**src/sv/sdtq_pkg.sv**
```systemverilog
// package for the sorted deadline timer queue: codes, types and defaults
`default_nettype none
package sdtq_pkg;
	localparam int SLOTS_DEF = 16;
	localparam int TIME_BITS_DEF = 32;
	localparam int ID_W = 4;
	localparam int NUM_IDS = 16;
	localparam int TAG_W = 32;
	localparam int FIELD_W = 32;

	typedef enum logic [1:0] {
		CMD_ADD = 2'd0,
		CMD_DEL = 2'd1,
		CMD_ADJ = 2'd2,
		CMD_TICK = 2'd3
	} cmd_t;

	typedef enum logic [2:0] {
		ST_OK = 3'd0,
		ST_FULL = 3'd1,
		ST_DUP = 3'd2,
		ST_INACTIVE = 3'd3,
		ST_EARLIER = 3'd4
	} status_t;

	typedef enum logic [3:0] {
		S_IDLE,
		S_DECIDE,
		S_FIND_RD,
		S_FIND_CHK,
		S_REM_RD,
		S_REM_WR,
		S_INS_RD,
		S_INS_CHK,
		S_INS_WR,
		S_TICK_RD,
		S_TICK_CHK,
		S_TICK_EMIT
	} state_t;
endpackage
`default_nettype wire

```
**src/sv/sdtq_order_ram.sv**
```systemverilog
// order memory: handles in deadline order, one write and one registered read port
`default_nettype none
module sdtq_order_ram #(
	parameter int SLOTS = sdtq_pkg::SLOTS_DEF,
	localparam int AW = $clog2(SLOTS)
) (
	input wire logic clk,
	input wire logic we,
	input wire logic [AW-1:0] waddr,
	input wire logic [sdtq_pkg::ID_W-1:0] wdata,
	input wire logic [AW-1:0] raddr,
	output logic [sdtq_pkg::ID_W-1:0] rdata
);
	logic [sdtq_pkg::ID_W-1:0] mem [SLOTS];

	always_ff @(posedge clk) begin
		if (we)
			mem[waddr] <= wdata;
		rdata <= mem[raddr];
	end
endmodule
`default_nettype wire

```
**src/sv/sdtq_slot_ram.sv**
```systemverilog
// per-handle memory: deadline and tag, one write and one registered read port
`default_nettype none
module sdtq_slot_ram #(
	parameter int TIME_BITS = sdtq_pkg::TIME_BITS_DEF
) (
	input wire logic clk,
	input wire logic we,
	input wire logic [sdtq_pkg::ID_W-1:0] waddr,
	input wire logic [TIME_BITS-1:0] wdl,
	input wire logic [sdtq_pkg::TAG_W-1:0] wtag,
	input wire logic [sdtq_pkg::ID_W-1:0] raddr,
	output logic [TIME_BITS-1:0] rdl,
	output logic [sdtq_pkg::TAG_W-1:0] rtag
);
	logic [TIME_BITS-1:0] dl_mem [sdtq_pkg::NUM_IDS];
	logic [sdtq_pkg::TAG_W-1:0] tag_mem [sdtq_pkg::NUM_IDS];

	always_ff @(posedge clk) begin
		if (we) begin
			dl_mem[waddr] <= wdl;
			tag_mem[waddr] <= wtag;
		end
		rdl <= dl_mem[raddr];
		rtag <= tag_mem[raddr];
	end
endmodule
`default_nettype wire

```
**src/sv/sorted_deadline_timer_queue.sv**
```systemverilog
// top level of the sorted deadline timer queue: command sequencer around two memories
// A request is taken when start is high and busy is low. Results come out one per cycle at
// most, each marked by valid for one cycle, with last on the final one of a request. The
// receiver cannot stall. The order list lives in a memory that is walked one entry at a time.
// An add walks the list from the tail, shifting entries up until the new one is placed. A
// delete searches from the head and shifts the later entries down; an adjust does the same
// and then inserts anew. A tick removes each expired timer from the head and stops at an
// empty list or at a timer that is still live. A rejected command ends in the decide state.
// A status result shows in the same cycle that busy falls.
// No clearing pass after reset: only state, active bits, entry count, valid and pend_q reset.
`default_nettype none
module sorted_deadline_timer_queue #(
	parameter int SLOTS = sdtq_pkg::SLOTS_DEF,
	parameter int TIME_BITS = sdtq_pkg::TIME_BITS_DEF
) (
	input wire logic clk,
	input wire logic arst_n,
	input wire logic start,
	output logic busy,
	input wire logic [1:0] cmd,
	input wire logic [3:0] timer_id,
	input wire logic [31:0] deadline,
	input wire logic [31:0] now_time,
	input wire logic [31:0] user_tag,
	output logic valid,
	output logic kind,
	output logic [2:0] status,
	output logic [3:0] expired_id,
	output logic [31:0] expired_tag,
	output logic last
);
	localparam int AW = $clog2(SLOTS);
	localparam int CW = $clog2(SLOTS + 1);
	localparam int IW = sdtq_pkg::ID_W;
	localparam int FW = sdtq_pkg::FIELD_W;
	localparam int TW = TIME_BITS;
	localparam int DW = (TW < FW) ? TW : FW;

	sdtq_pkg::state_t state_q, state_d;
	sdtq_pkg::cmd_t cmd_q;
	logic [IW-1:0] id_q;
	logic [TW-1:0] dl_q, now_q;
	logic [sdtq_pkg::TAG_W-1:0] tag_q;
	logic [sdtq_pkg::NUM_IDS-1:0] active_q;
	logic [CW-1:0] count_q;
	logic [CW-1:0] pos_q;
	logic [IW-1:0] prev_id_q;
	logic ins_place_q;
	logic pend_q;
	logic [IW-1:0] pend_id_q;
	logic [sdtq_pkg::TAG_W-1:0] pend_tag_q;

	logic o_we;
	logic [AW-1:0] o_waddr, o_raddr;
	logic [IW-1:0] o_wdata, o_rdata;
	logic s_we;
	logic [IW-1:0] s_raddr;
	logic [TW-1:0] s_rdl;
	logic [sdtq_pkg::TAG_W-1:0] s_rtag;

	logic [TW-1:0] dl_in, now_in;

	always_comb begin
		dl_in = '0;
		now_in = '0;
		dl_in[DW-1:0] = deadline[DW-1:0];
		now_in[DW-1:0] = now_time[DW-1:0];
	end

	sdtq_order_ram #(.SLOTS(SLOTS)) u_order (
		.clk(clk), .we(o_we), .waddr(o_waddr), .wdata(o_wdata),
		.raddr(o_raddr), .rdata(o_rdata)
	);

	sdtq_slot_ram #(.TIME_BITS(TIME_BITS)) u_slot (
		.clk(clk), .we(s_we), .waddr(id_q), .wdl(dl_q), .wtag(tag_q),
		.raddr(s_raddr), .rdl(s_rdl), .rtag(s_rtag)
	);

	// pos_q as an address, pos_q-1 and pos_q+1 likewise
	logic [AW-1:0] pos_a, pos_m1_a, pos_p1_a;
	logic [CW-1:0] pos_m1, pos_p1;
	assign pos_m1 = pos_q - CW'(1);
	assign pos_p1 = pos_q + CW'(1);
	assign pos_a = pos_q[AW-1:0];
	assign pos_m1_a = pos_m1[AW-1:0];
	assign pos_p1_a = pos_p1[AW-1:0];

	logic tick_done;
	assign tick_done = (count_q == '0);

	// insert: walk from the tail, shifting while the entry's deadline is above the new one
	// INS_RD reads order[pos-1], INS_CHK fetches its deadline, INS_WR shifts or places
	logic ins_shift, ins_place;
	logic [TW-1:0] tick_now;
	logic tick_hit;
	assign ins_shift = (s_rdl > dl_q);
	assign ins_place = ins_place_q || !ins_shift;
	assign tick_now = now_q;
	assign tick_hit = !(s_rdl > tick_now);

	// next state
	always_comb begin
		state_d = state_q;
		unique case (state_q)
			sdtq_pkg::S_IDLE:
				if (start)
					state_d = (sdtq_pkg::cmd_t'(cmd) == sdtq_pkg::CMD_TICK)
						? sdtq_pkg::S_TICK_RD : sdtq_pkg::S_DECIDE;
			sdtq_pkg::S_DECIDE: begin
				state_d = sdtq_pkg::S_IDLE;
				if (cmd_q == sdtq_pkg::CMD_ADD) begin
					if (!active_q[id_q] && count_q < CW'(SLOTS))
						state_d = sdtq_pkg::S_INS_RD;
				end else if (active_q[id_q]) begin
					if (cmd_q == sdtq_pkg::CMD_DEL || !(dl_q < s_rdl))
						state_d = sdtq_pkg::S_FIND_RD;
				end
			end
			sdtq_pkg::S_FIND_RD: state_d = sdtq_pkg::S_FIND_CHK;
			sdtq_pkg::S_FIND_CHK:
				state_d = (o_rdata == id_q) ? sdtq_pkg::S_REM_RD : sdtq_pkg::S_FIND_RD;
			sdtq_pkg::S_REM_RD:
				if (pos_p1 < count_q)
					state_d = sdtq_pkg::S_REM_WR;
				else if (cmd_q == sdtq_pkg::CMD_ADJ)
					state_d = sdtq_pkg::S_INS_RD;
				else if (cmd_q == sdtq_pkg::CMD_TICK)
					state_d = sdtq_pkg::S_TICK_RD;
				else
					state_d = sdtq_pkg::S_IDLE;
			sdtq_pkg::S_REM_WR: state_d = sdtq_pkg::S_REM_RD;
			sdtq_pkg::S_INS_RD:
				state_d = (pos_q == '0) ? sdtq_pkg::S_INS_WR : sdtq_pkg::S_INS_CHK;
			sdtq_pkg::S_INS_CHK: state_d = sdtq_pkg::S_INS_WR;
			sdtq_pkg::S_INS_WR:
				state_d = ins_place ? sdtq_pkg::S_IDLE : sdtq_pkg::S_INS_RD;
			sdtq_pkg::S_TICK_RD:
				state_d = tick_done ? sdtq_pkg::S_IDLE : sdtq_pkg::S_TICK_CHK;
			sdtq_pkg::S_TICK_CHK: state_d = sdtq_pkg::S_TICK_EMIT;
			sdtq_pkg::S_TICK_EMIT:
				state_d = tick_hit ? sdtq_pkg::S_REM_RD : sdtq_pkg::S_IDLE;
			default: state_d = sdtq_pkg::S_IDLE;
		endcase
	end

	// outputs and memory controls
	always_comb begin
		o_we = 1'b0;
		o_waddr = pos_a;
		o_wdata = id_q;
		o_raddr = pos_a;
		s_we = 1'b0;
		s_raddr = id_q;
		busy = (state_q != sdtq_pkg::S_IDLE);
		unique case (state_q)
			sdtq_pkg::S_IDLE: s_raddr = timer_id;
			sdtq_pkg::S_REM_RD: o_raddr = pos_p1_a;
			sdtq_pkg::S_REM_WR: begin
				o_we = 1'b1;
				o_wdata = o_rdata;
			end
			sdtq_pkg::S_INS_RD: o_raddr = pos_m1_a;
			sdtq_pkg::S_INS_CHK: s_raddr = o_rdata;
			sdtq_pkg::S_INS_WR: begin
				o_we = 1'b1;
				o_wdata = ins_place ? id_q : prev_id_q;
				s_we = ins_place;
			end
			sdtq_pkg::S_TICK_RD: o_raddr = '0;
			sdtq_pkg::S_TICK_CHK: s_raddr = o_rdata;
			default: ;
		endcase
	end

	always_ff @(posedge clk or negedge arst_n) begin
		if (!arst_n) begin
			state_q <= sdtq_pkg::S_IDLE;
			active_q <= '0;
			count_q <= '0;
			valid <= 1'b0;
			pend_q <= 1'b0;
		end else begin
			state_q <= state_d;
			valid <= 1'b0;
			unique case (state_q)
				sdtq_pkg::S_IDLE:
					if (start)
						pend_q <= 1'b0;
				sdtq_pkg::S_DECIDE: begin
					if (cmd_q == sdtq_pkg::CMD_ADD && !active_q[id_q]
						&& count_q < CW'(SLOTS)) begin
						active_q[id_q] <= 1'b1;
					end
					if (state_d == sdtq_pkg::S_IDLE)
						valid <= 1'b1;
				end
				sdtq_pkg::S_REM_RD:
					if (!(pos_p1 < count_q)) begin
						count_q <= count_q - CW'(1);
						if (cmd_q == sdtq_pkg::CMD_DEL) begin
							active_q[id_q] <= 1'b0;
							valid <= 1'b1;
						end
					end
				sdtq_pkg::S_INS_WR:
					if (ins_place) begin
						count_q <= count_q + CW'(1);
						valid <= 1'b1;
					end
				sdtq_pkg::S_TICK_RD:
					if (tick_done && pend_q)
						valid <= 1'b1;
				sdtq_pkg::S_TICK_EMIT: begin
					if (pend_q)
						valid <= 1'b1;
					if (tick_hit) begin
						active_q[prev_id_q] <= 1'b0;
						pend_q <= 1'b1;
					end
				end
				default: ;
			endcase
		end
	end

	always_ff @(posedge clk) begin
		unique case (state_q)
			sdtq_pkg::S_IDLE:
				if (start) begin
					cmd_q <= sdtq_pkg::cmd_t'(cmd);
					id_q <= timer_id;
					dl_q <= dl_in;
					now_q <= now_in;
					tag_q <= user_tag;
					pos_q <= '0;
				end
			sdtq_pkg::S_DECIDE: begin
				pos_q <= (cmd_q == sdtq_pkg::CMD_ADD) ? count_q : '0;
				if (cmd_q == sdtq_pkg::CMD_ADJ)
					tag_q <= s_rtag;
				kind <= 1'b0;
				expired_id <= id_q;
				expired_tag <= '0;
				last <= 1'b1;
				if (cmd_q == sdtq_pkg::CMD_ADD)
					status <= active_q[id_q] ? sdtq_pkg::ST_DUP
						: (count_q < CW'(SLOTS) ? sdtq_pkg::ST_OK : sdtq_pkg::ST_FULL);
				else if (!active_q[id_q])
					status <= sdtq_pkg::ST_INACTIVE;
				else if (cmd_q == sdtq_pkg::CMD_ADJ && dl_q < s_rdl)
					status <= sdtq_pkg::ST_EARLIER;
				else
					status <= sdtq_pkg::ST_OK;
			end
			sdtq_pkg::S_FIND_CHK:
				if (o_rdata != id_q)
					pos_q <= pos_p1;
			sdtq_pkg::S_REM_RD:
				if (!(pos_p1 < count_q))
					pos_q <= count_q - CW'(1);
			sdtq_pkg::S_REM_WR: pos_q <= pos_p1;
			sdtq_pkg::S_INS_RD:
				ins_place_q <= (pos_q == '0);
			sdtq_pkg::S_INS_CHK:
				prev_id_q <= o_rdata;
			sdtq_pkg::S_INS_WR:
				if (!ins_place)
					pos_q <= pos_m1;
			sdtq_pkg::S_TICK_RD: begin
				pos_q <= '0;
				if (tick_done) begin
					kind <= 1'b1;
					status <= sdtq_pkg::ST_OK;
					expired_id <= pend_id_q;
					expired_tag <= pend_tag_q;
					last <= 1'b1;
				end
			end
			sdtq_pkg::S_TICK_CHK:
				prev_id_q <= o_rdata;
			sdtq_pkg::S_TICK_EMIT: begin
				kind <= 1'b1;
				status <= sdtq_pkg::ST_OK;
				expired_id <= pend_id_q;
				expired_tag <= pend_tag_q;
				last <= !tick_hit;
				if (tick_hit) begin
					pend_id_q <= prev_id_q;
					pend_tag_q <= s_rtag;
				end
			end
			default: ;
		endcase
	end

`ifndef SYNTHESIS
	a_count_bound: assert property (@(posedge clk) disable iff (!arst_n)
		count_q <= CW'(SLOTS));
	a_status_last: assert property (@(posedge clk) disable iff (!arst_n)
		valid && !kind |-> last);
	a_valid_busy: assert property (@(posedge clk) disable iff (!arst_n)
		valid |-> $past(busy));
	a_idle_count: assert property (@(posedge clk) disable iff (!arst_n)
		state_q == sdtq_pkg::S_IDLE |-> CW'($countones(active_q)) == count_q);
`endif
endmodule
`default_nettype wire
```
**config.mk**
```make
export PLATFORM = sky130hd
export DESIGN_NAME = sorted_deadline_timer_queue
export DESIGN_NICKNAME = d
export VERILOG_FILES = /design/src/sv/sdtq_pkg.sv /design/src/sv/sdtq_order_ram.sv /design/src/sv/sdtq_slot_ram.sv /design/src/sv/sorted_deadline_timer_queue.sv
export SDC_FILE = /design/constraint.sdc
export NUM_CORES = 2
export LEC_CHECK = 0
export BUFFER_PORTS_ARGS = -buffer_cell sky130_fd_sc_hd__buf_4
export CORE_MARGIN = 1.5
export CORE_UTILIZATION = 48
export DETAILED_ROUTE_END_ITERATION = 10
export GPL_ROUTABILITY_DRIVEN = 0
export PLACE_DENSITY = 0.66
export REMOVE_ABC_BUFFERS = 1
export SYNTH_ARGS = -nofsm -noshare
export SYNTH_HDL_FRONTEND = slang
export SYNTH_SLANG_ARGS = --single-unit
```
**constraint.sdc**
```tcl
create_clock -name clk -period 9.1 [get_ports clk]
set_input_delay 0.455 -clock clk [delete_from_list [all_inputs] [get_ports clk]]
set_output_delay 0.455 -clock clk [all_outputs]
set_load 0.05 [all_outputs]
```
==> impl_metrics.tcl <==
set metrics [dict create \
    fin_crit_ns 5.30 \
    wl_met1_um 53600 \
    htree_levels 4 \
    drv_cap 0 \
    rows 122 \
    vias 29100 \
    tightestPinTransition_ns 1.41 \
    yosys-top-cells-count "edfxtp_1, nand2_1, mux4_2, a21oi_1, clkbuf_1" \
    critPathKind "register to register" \
    top_layer "met4" \
    synthTopCellsByArea "edfxtp_1, mux4_2, dfxtp_1" \
    crit_fanout 50 \
    grt_pass1_wl_um 192000 \
    cts.sinks 1372 \
    drc 0 \
    ir_drop_mv 0.531 \
    cp-end-kind "register" \
    cpMaxStageDelayCell "buf_4" \
    drtPass1Iterations 5 \
    yosys.area.top_type_share 0.716 \
    whs_ns 0.0499 \
    clk_pin_slew_ns 0.06 \
    synth-edff-count 1277 \
    cts_tree "done" \
    reg2reg_slack_ns 3.80 \
    grt_max_degree 166 \
    cp.required_ns 9.45 \
    timing.final.crit_share 0.583 \
    whs_endpoint "tag_q[9]" \
    yosys.area.top_type "edfxtp_1" \
    drt_iter0_drc 3322 \
    portBuffers 147 \
    yosysSeqAreaShare 0.754 \
    synth.ff_latch_count 1372 \
    cts-root-buf "clkbuf_16" \
    dp_hpwl_um 66600 \
    grt_pass1_vias 29900 \
    fmax_ghz 0.189 \
    crit_top_cell "buf_4" \
    synth_flop_cell "edfxtp_1" \
    status "complete, no violations" \
    top_regs "u_slot.dl_mem x512, u_slot.tag_mem x512, u_order.mem x64" \
    worstSkewPairLatency_ns 0.74 \
    start_kind "register" \
    cts.repair.resized 0 \
    wl_met2_um 62300 \
    synthCells 3035 \
    relSlewSlack 0.0570 \
    n_antenna_cell 0 \
    hold_buffers 94 \
    ant_nets 0 \
    syn-cell-area_mm2 0.0535 \
    synth_area_per_cell_um2 17.6 \
    p_total_mw 21.4 \
    grt_remaining_overflow 0 \
    antenna_found_initial 0 \
    coreArea_mm2 0.111 \
    start_util 0.484 \
    reg2reg_depth 11 \
    cp_cell_sequence "ha_1 > nand4_1 > nor4_1 > nand3_1 > a21oi_1 > nor4_2 > buf_4 > nand2b_1 > buf_4 > nor2_4 > buf_4" \
    power_per_cell_area_mw_per_mm2 345 \
    fin_nets 3492 \
    utilization 0.562 \
    final_hold_viol_count 0 \
    pin_count 148 \
    drive_above_1_share 0.190 \
    wl_um 129000 \
    maxSlewViolCount 0 \
    reg2reg_from "dl_q[31]" \
    critPathMaxStageDelay_ns 0.90 \
    worst_hold_path_type "input port to register" \
    rsz0062_at_grt "false" \
    p_leak_nw 21.3 \
    wire_per_inst_um 26.3 \
    hold_depth 3 \
    cts_inserted_buffers 140 \
    die_h_um 337 \
    async_flop_share 0.0197 \
    avgViaCountPerCell 5.92 \
    yosysWarnings 0 \
    cp.arrival_ns 5.65 \
    fp.dieArea_mm2 0.114 \
    grt.total_usage 0.230 \
    dr_wl_met3_um 9710 \
    final_cell_area_mm2 0.0621 \
    synthToLayoutAreaGrowth_pct 16.1 \
    skew_ns 0.0314 \
    hold_start "user_tag[9]" \
    post-cts-setup-buffers 0 \
    die_w_um 337 \
    setup_viol 0 \
    clockBufferDepth 3 \
    r2r-end "u_slot.tag_mem[13][18]" \
    yosysMostFrequentCell "edfxtp_1" \
    place_area_mm2 0.0564 \
    synth.distinct_cells 71 \
]
==> critical path: cells and delay by family, from the launching register on <==
| kind | cells | cell delay (ns) |
|---|---|---|
| AND/OR/NAND/NOR | 6 | 2.12 |
| flip-flops | 1 | 0.60 |
| AO/OA/AOI/OAI | 1 | 0.28 |
| buffers and inverters | 3 | 1.39 |
| adder cells (fa/ha/maj) | 1 | 0.43 |
==> per-stage QoR <==
step | setup TNS, ns | setup slack (ns) | cells
6_report | 0 | 3.80 | 4914
5_1_grt | 0 | 3.67 | 4914
4_1_cts | 0 | 3.94 | 4913
3_5_place_dp | 0 | 3.97 | 4563
3_3_place_gp | 0 | 4.12 | 4559
2_1_floorplan | -349.13 | -4.54 | 2880
==> final cells by class <==
type                       instances  area (um2)
fill                            8319       48500
multi-input combinational       1425       12200
tap                             1488        1860
clock inverter                    71         870
timing repair buffer             290        2550
inverter                          83         313
clock buffer                     185        3930
sequential                      1372       40400
==> worst max-delay path by stage <==
stage | startpoint | to | slack [ns] | depth (start not counted)
3_5_place_dp | dl_q[30] | u_slot.tag_mem[13][13] | 3.97 | 11
6_report | dl_q[31] | u_slot.tag_mem[13][18] | 3.80 | 11
3_3_place_gp | dl_q[30] | u_slot.tag_mem[13][11] | 4.12 | 11
4_1_cts | dl_q[31] | u_slot.tag_mem[13][18] | 3.94 | 11
2_1_floorplan | state_q[3] | u_slot.rdl[30] | -4.54 | 7
5_1_grt | dl_q[30] | u_slot.tag_mem[13][18] | 3.67 | 11
==> routing by layer <==
| metal | GRT usage | up-vias |
|---|---|---|
| met5 | 0 | - |
| met4 | 0.0754 | 0 |
| met3 | 0.0433 | 230 |
| met2 | 0.369 | 1228 |
| met1 | 0.319 | 15100 |
| li1 | - | 12500 |
==> layout by cell type, fill, tap and decap left out, drive strengths merged, types with 9 or more instances in the layout <==
| master | count |
|---|---|
| and2 | 17 |
| a31oi | 16 |
| bufinv | 18 |
| nand4 | 15 |
| clkinv | 45 |
| clkbuf | 185 |
| edfxtp | 1277 |
| a22oi | 69 |
| nor4 | 9 |
| and3 | 39 |
| dlygate4sd3 | 94 |
| o311ai | 66 |
| nand3 | 21 |
| mux4 | 196 |
| nand2 | 351 |
| o21ai | 56 |
| nor2 | 67 |
| buf | 196 |
| nor2b | 15 |
| a21oi | 180 |
| dfxtp | 68 |
| ha | 75 |
| nor3 | 12 |
| mux2i | 60 |
| dfrtp | 27 |
| xnor2 | 17 |
| a21o | 66 |
| inv | 85 |
==> logic make-up after synthesis <==
kind of cell | count (synthesis) | share of synthesized area
simple gates | 569 | 0.0472
flops | 1372 | 0.754
mux | 256 | 0.0937
fa+ha+maj | 75 | 0.0175
xor+xnor | 18 | 0.00294
compound gates | 507 | 0.0629
buf+inv | 238 | 0.0215
==> power by group <==
| group | internal, mW | switching [mW] | leakage (nW) |
|---|---|---|---|
| Sequential | 7.97 | 0.714 | 12.5 |
| Clock | 3.56 | 2.38 | 2.34 |
| Combinational | 2.68 | 4.13 | 6.51 |
| Total | 14.2 | 7.22 | 21.3 |
Power figures use the tool's default switching activity.
